===== src/rtl/lzwd_pkg.sv =====
`timescale 1ns / 1ps
package lzwd_pkg;

  localparam int DEF_TOP_BITS     = 13;
  localparam int DEF_DICT_ENTRIES = 8192;
  localparam int START_BITS       = 9;
  localparam int MIN_MAX_BITS     = 12;
  localparam int CLEAR_CODE       = 256;
  localparam int LIT_CODES        = 256;
  localparam logic [3:0] RESET_MAX_BITS = 4'd13;

  typedef enum logic [3:0] {
    ST_IDLE,
    ST_PUSH,
    ST_PULL,
    ST_POP,
    ST_TAKE,
    ST_WALK_RD,
    ST_WALK_DT,
    ST_FINISH,
    ST_AFTER
  } state_t;

  typedef struct packed {
    logic latch_in;
    logic push;
    logic pop_rd;
    logic emit_pop;
    logic emit_flags;
    logic set_limit;
    logic take;
    logic walk_rd;
    logic walk_dt;
    logic finish;
    logic emit_after;
  } cmd_t;

  typedef struct packed {
    logic slot_free;
    logic stack_nz;
    logic no_data;
    logic take_short;
    logic cur_lit;
    logic depth_room;
  } status_t;

endpackage


===== src/rtl/lzwd_ctrl.sv =====
`timescale 1ns / 1ps
module lzwd_ctrl (
  input  logic              clk,
  input  logic              rst,
  input  logic              in_valid,
  input  logic              kind,
  output logic              in_stall,
  input  lzwd_pkg::status_t sts,
  output lzwd_pkg::cmd_t    cmd
);

  lzwd_pkg::state_t state, state_next;

  always_ff @(posedge clk) begin
    if (rst) begin
      state <= lzwd_pkg::ST_IDLE;
    end else begin
      state <= state_next;
    end
  end

  always_comb begin
    state_next = state;
    unique case (state)
      lzwd_pkg::ST_IDLE: begin
        if (in_valid) begin
          state_next = kind ? lzwd_pkg::ST_PULL : lzwd_pkg::ST_PUSH;
        end
      end
      lzwd_pkg::ST_PUSH: begin
        if (sts.slot_free) state_next = lzwd_pkg::ST_IDLE;
      end
      lzwd_pkg::ST_PULL: begin
        priority if (sts.stack_nz) begin
          state_next = lzwd_pkg::ST_POP;
        end else if (sts.no_data) begin
          if (sts.slot_free) state_next = lzwd_pkg::ST_IDLE;
        end else begin
          state_next = lzwd_pkg::ST_TAKE;
        end
      end
      lzwd_pkg::ST_POP: begin
        if (sts.slot_free) state_next = lzwd_pkg::ST_IDLE;
      end
      lzwd_pkg::ST_TAKE: begin
        state_next = sts.take_short ? lzwd_pkg::ST_AFTER : lzwd_pkg::ST_WALK_RD;
      end
      lzwd_pkg::ST_WALK_RD: begin
        state_next = sts.cur_lit ? lzwd_pkg::ST_FINISH : lzwd_pkg::ST_WALK_DT;
      end
      lzwd_pkg::ST_WALK_DT: begin
        state_next = sts.depth_room ? lzwd_pkg::ST_WALK_RD : lzwd_pkg::ST_FINISH;
      end
      lzwd_pkg::ST_FINISH: begin
        state_next = lzwd_pkg::ST_AFTER;
      end
      lzwd_pkg::ST_AFTER: begin
        if (sts.slot_free) state_next = lzwd_pkg::ST_IDLE;
      end
      default: state_next = lzwd_pkg::ST_IDLE;
    endcase
  end

  always_comb begin
    cmd      = '0;
    in_stall = 1'b1;
    unique case (state)
      lzwd_pkg::ST_IDLE: begin
        in_stall     = 1'b0;
        cmd.latch_in = in_valid;
      end
      lzwd_pkg::ST_PUSH: cmd.push = sts.slot_free;
      lzwd_pkg::ST_PULL: begin
        priority if (sts.stack_nz) begin
          cmd.pop_rd = 1'b1;
        end else if (sts.no_data) begin
          cmd.emit_flags = sts.slot_free;
        end else begin
          cmd.set_limit = 1'b1;
        end
      end
      lzwd_pkg::ST_POP:     cmd.emit_pop = sts.slot_free;
      lzwd_pkg::ST_TAKE:    cmd.take = 1'b1;
      lzwd_pkg::ST_WALK_RD: cmd.walk_rd = 1'b1;
      lzwd_pkg::ST_WALK_DT: cmd.walk_dt = 1'b1;
      lzwd_pkg::ST_FINISH:  cmd.finish = 1'b1;
      lzwd_pkg::ST_AFTER:   cmd.emit_after = sts.slot_free;
      default: ;
    endcase
  end

endmodule


===== config.mk =====
export PLATFORM = sky130hd
export DESIGN_NAME = lzwd_ctrl
export DESIGN_NICKNAME = d
export VERILOG_FILES = /design/src/rtl/lzwd_pkg.sv /design/src/rtl/lzwd_ctrl.sv
export SDC_FILE = /design/constraint.sdc
export NUM_CORES = 1
export LEC_CHECK = 0
export ABC_AREA = 1
export BUFFER_PORTS_ARGS = -buffer_cell sky130_fd_sc_hd__buf_2
export CORE_AREA = 2 2 39 41
export CTS_BUF_LIST = sky130_fd_sc_hd__clkbuf_2
export CTS_CLUSTER_DIAMETER = 100
export DETAILED_ROUTE_END_ITERATION = 10
export DIE_AREA = 0 0 41 43
export PLACE_DENSITY = 0.67
export SETUP_SLACK_MARGIN = 0.1
export SLEW_MARGIN = 20
export SYNTH_ARGS = -nofsm -noshare
export SYNTH_HDL_FRONTEND = slang
export SYNTH_SLANG_ARGS = --single-unit

===== constraint.sdc =====
create_clock -name clk -period 2.7 [get_ports clk]
set_input_delay 0.135 -clock clk [delete_from_list [all_inputs] [get_ports clk]]
set_output_delay 0.135 -clock clk [all_outputs]
set_load 0.01 [all_outputs]

## Word-level counts from Yosys, hierarchy flattened

Cells that the tools add are included.
W data, S select, Z words.

- Input port bits: 10
- Output and inout port bits: 12
- Bits in read-only memories: 0
- Latch bits: 0
- Register bits after elaboration: 4
- Bits in writable memories: 0
- Memories kept: 0
- Logic and storage cells: 36

- Add/sub/neg operators: 0
- Bitwise logic cells: 0
- Equality and inequality tests: 9
- Shift operators: 0
- Multipliers: 0
- Magnitude comparators: 0
- Multiplexer cells: 24
- Reduce and logical (&&, ||, !) cells: 2
- Divide/modulo/power cells: 0

Operators with widths:

| cell | number |
|---|---|
| $pmux W4 S7 | 1 |
| $mux W4 | 5 |
| $eq A4 B3 Y1 const B | 4 |
| $mux W1 | 14 |
| $eq A4 B2 Y1 const B | 2 |
| $mux W2 | 4 |
| $eq A4 B1 Y1 const B | 1 |
| $eq A4 B4 Y1 const B | 1 |
| $logic_not A4 Y1 | 1 |
| $reduce_or A3 Y1 | 1 |
| $ne A2 B2 Y1 const B | 1 |

## Logic depth before layout (Yosys ltp)

- Word-level depth: 4
- Mapped depth: 8
- Mapped depth without buffers: 8

## Least setup slack after synthesis

OpenSTA, ideal clock, no wires.

- Path kind: flip-flop to output port
- Start: reg state[0]
- End: out cmd[7] (netlist bit)
- Data required time: 2.565 ns
- Cell stages (with the launch flop): 3
- Buffers on the path: 0
- Path slack: 1.636 ns
- Arrival time: 0.929 ns
- Path through: dfxtp_1 > inv_4 > nor4_1

RTL lines:

| element | line | RTL |
|---|---|---|
| start: declaration | lzwd_ctrl.sv:12 | `lzwd_pkg::state_t state, state_next;` |
| start signal: assignment | lzwd_ctrl.sv:16 | `state <= lzwd_pkg::ST_IDLE;` |
| start signal: assignment | lzwd_ctrl.sv:18 | `state <= state_next;` |
| end: declaration | lzwd_ctrl.sv:9 | `output lzwd_pkg::cmd_t cmd` |

==> impl_metrics.tcl <==
set metrics [dict create \
    p_int_mw 0.120 \
    reg2reg_depth 7 \
    synthArstFlopShare_pct 0 \
    syn_nets 90 \
    die_w_um 41 \
    critPathMaxStageDelay_ns 0.51 \
    synthFlopType "dfxtp_1" \
    endpoint "cmd[5]" \
    crit_buf_inv 2 \
    setup_tns_ns 0 \
    fp-row-count 14 \
    cp-end-kind "output pin" \
    clock_path_buffers 2 \
    nNetsFinal 115 \
    area_growth_pct 29.0 \
    drv_cap 0 \
    drt-vias-per-instance 4.61 \
    cts_root_buf "clkbuf_2" \
    combPwrFrac_pct 36.3 \
    drt-total-wl_mm 1.10 \
    drtPass1Iterations 4 \
    setup_viol 0 \
    grt_use_total_pct 15.2 \
    status "finished clean" \
    ys_types 17 \
    hold_slack_ns 0.110 \
    regMostFlops "state" \
    die_h_um 43 \
    ioPinCount 22 \
    core_mm2 0.00138 \
    antenna_left 0 \
    drtIter0Drc 11 \
    drive_gt1_share_pct 35.9 \
    synth_edf_count 0 \
    finalCritPeriodShare_pct 53.6 \
    relSlewSlack_pct 77.4 \
    via_count 548 \
    startpoint "state[1]" \
    final_cell_mix "buf_2 (21), nand2_1 (19), inv_1 (14)" \
    power.density_mw_per_mm2 339 \
    syn-mean-instance-area_um2 5.55 \
    mostFrequentLayoutCell "buf_2" \
    path_max_fanout 10 \
    r2r_start "state[1]" \
    ff2ff_setup_slack_ns 1.51 \
    antenna_found_initial 0 \
    p_leak_nw 0.379 \
    maxSlewViolCount 0 \
    detail_route.wl_per_cell_um 9.24 \
    max-vdd-ir-drop_v 0.000168 \
    grt_pass1_wl_mm 1.84 \
    critPathSlowestCell "dfxtp_1" \
    crit_family "flip-flops" \
    max_clock_freq_ghz 0.691 \
    clk_pin_slew_worst_paths_ns 0.04 \
    seq_area_frac_synth_pct 18.0 \
    n_antenna_cell 0 \
    reg.largest.list "state: 4 flops" \
    p_sw_mw 0.0738 \
    switching_share_pct 38.0 \
    insertion_delay_ns 0.20 \
    timing.rr.end "state[0]" \
    seq_power_share_pct 36.1 \
    cts_tree "done" \
    cp_cell_sequence "nand2_1 > nor2_4 > nand3_1 > inv_1 > buf_2" \
    grt_max_degree 11 \
    drc 0 \
    dieArea_mm2 0.00176 \
    cp_data_arrival_time_ns 1.31 \
    numCtsBuffers 3 \
    crit_type "reg -> out" \
    p_clk_share_pct 27.7 \
    postSynthCellCount 80 \
    total_power_mw 0.194 \
    rsz0062_at_grt "no" \
    required_ns 2.57 \
    cts_max_level 1 \
    fin_crit_ns 1.45 \
    crit_cells 5 \
    portBuffers 21 \
    fin_area_um2 573 \
    start_util_pct 32.1 \
    postCtsSetupRepairBufs 0 \
    gp_congestion 0.792 \
    synth_warnings 0 \
    clock-skew-final_ns 0.00170 \
    hold_violations 0 \
    hpwlAfterDp_um 936 \
    fillCellCount 164 \
    ctsResizeCount 0 \
    largest_reg_flops 4 \
    ys_ff_latch 4 \
    worst_pin_slew_ns 0.339 \
    overflow 0 \
    grt_pass1_vias 463 \
    place_area_um2 558 \
    cp-start-kind "flip-flop" \
    ctsHoldBuffers 0 \
    min_path_type "in -> reg" \
    cts_sinks 4 \
    synth_area_um2 444 \
]
-- routing by layer --
layer / part of all wire, % / GRT usage [%] / routed length, um / up-vias
met5: 0 / 0 / 0 / -
met4: 0.73 / 6.00 / 8 / 0
met3: 6.2 / 3.14 / 68 / 2
met2: 53 / 25.0 / 580 / 19
met1: 40 / 18.1 / 442 / 234
li1: - / - / - / 293
-- worst min-delay path by stage --
stage | startpoint | endpoint | slack, ns | cells after the start
detailed placement | rst | state[3] | 0.33 | 2
global route | rst | state[2] | 0.11 | 2
global placement | rst | state[3] | 0.33 | 2
finish | rst | state[2] | 0.11 | 2
CTS | rst | state[3] | 0.10 | 2
floorplan | rst | state[3] | 0.20 | 1
-- metrics by stage --
stage	util, %	cells	setup WS (ns)
after floorplan	-	80	1.64
after global placement	40.3	116	1.49
after detailed placement	40.3	116	1.47
after CTS	41.4	119	1.24
after global routing	41.4	119	1.11
final	41.4	119	1.25
-- cells in the mapped netlist, types with 2 or more instances --
| library cell | count | area [um2] |
|---|---|---|
| inv_2 | 4 | 15.0 |
| nor2_4 | 3 | 33.8 |
| nor2_2 | 2 | 12.5 |
| inv_1 | 14 | 52.6 |
| nor2_1 | 13 | 48.8 |
| nor4_1 | 2 | 12.5 |
| dfxtp_1 | 4 | 80.1 |
| a21oi_1 | 2 | 10.0 |
| nand4_1 | 2 | 12.5 |
| nand3_1 | 9 | 45.0 |
| nand2_1 | 19 | 71.3 |
-- power by group through the flow --
| stage | combinational (mW) | clock, mW | sequential (mW) |
|---|---|---|---|
| finish | 0.0704 | 0.0537 | 0.0700 |
| global route | 0.0800 | 0.0617 | 0.0708 |
| CTS | 0.0713 | 0.0549 | 0.0699 |
| detailed placement | 0.0705 | 0 | 0.0708 |
| global placement | 0.0701 | 0 | 0.0707 |
| floorplan | 0.0546 | 0 | 0.0671 |
-- worst register-to-register path, stage by stage, from the launching register on --
cell and delay [ns]:
dfxtp_1 0.51, inv_2 0.08, nand2_2 0.11, nor2_2 0.05, nand2_1 0.07, nand3_1 0.09
nor2_1 0.11, nor2_1 0.04
-- area by class of cell --
| cell class | count | area (um2) | share of cell area [%] |
|---|---|---|---|
| multi-input combinational | 56 | 279 | 48.7 |
| timing repair buffer | 21 | 105 | 18.3 |
| sequential | 4 | 80.1 | 14.0 |
| inverter | 19 | 73.8 | 12.9 |
| tap | 16 | 20.0 | 3.49 |
| clock buffer | 3 | 15.0 | 2.62 |
-- logic make-up (layout without fill, tap and decap cells) --
group,Yosys count,count (layout),synth area share [%]
flip-flops,4,4,18.0
AO/OA/AOI/OAI,3,3,3.38
buffers and inverters,20,43,19.2
AND/OR/NAND/NOR,53,53,59.4
Note: power is estimated with default switching activity, not from simulation.
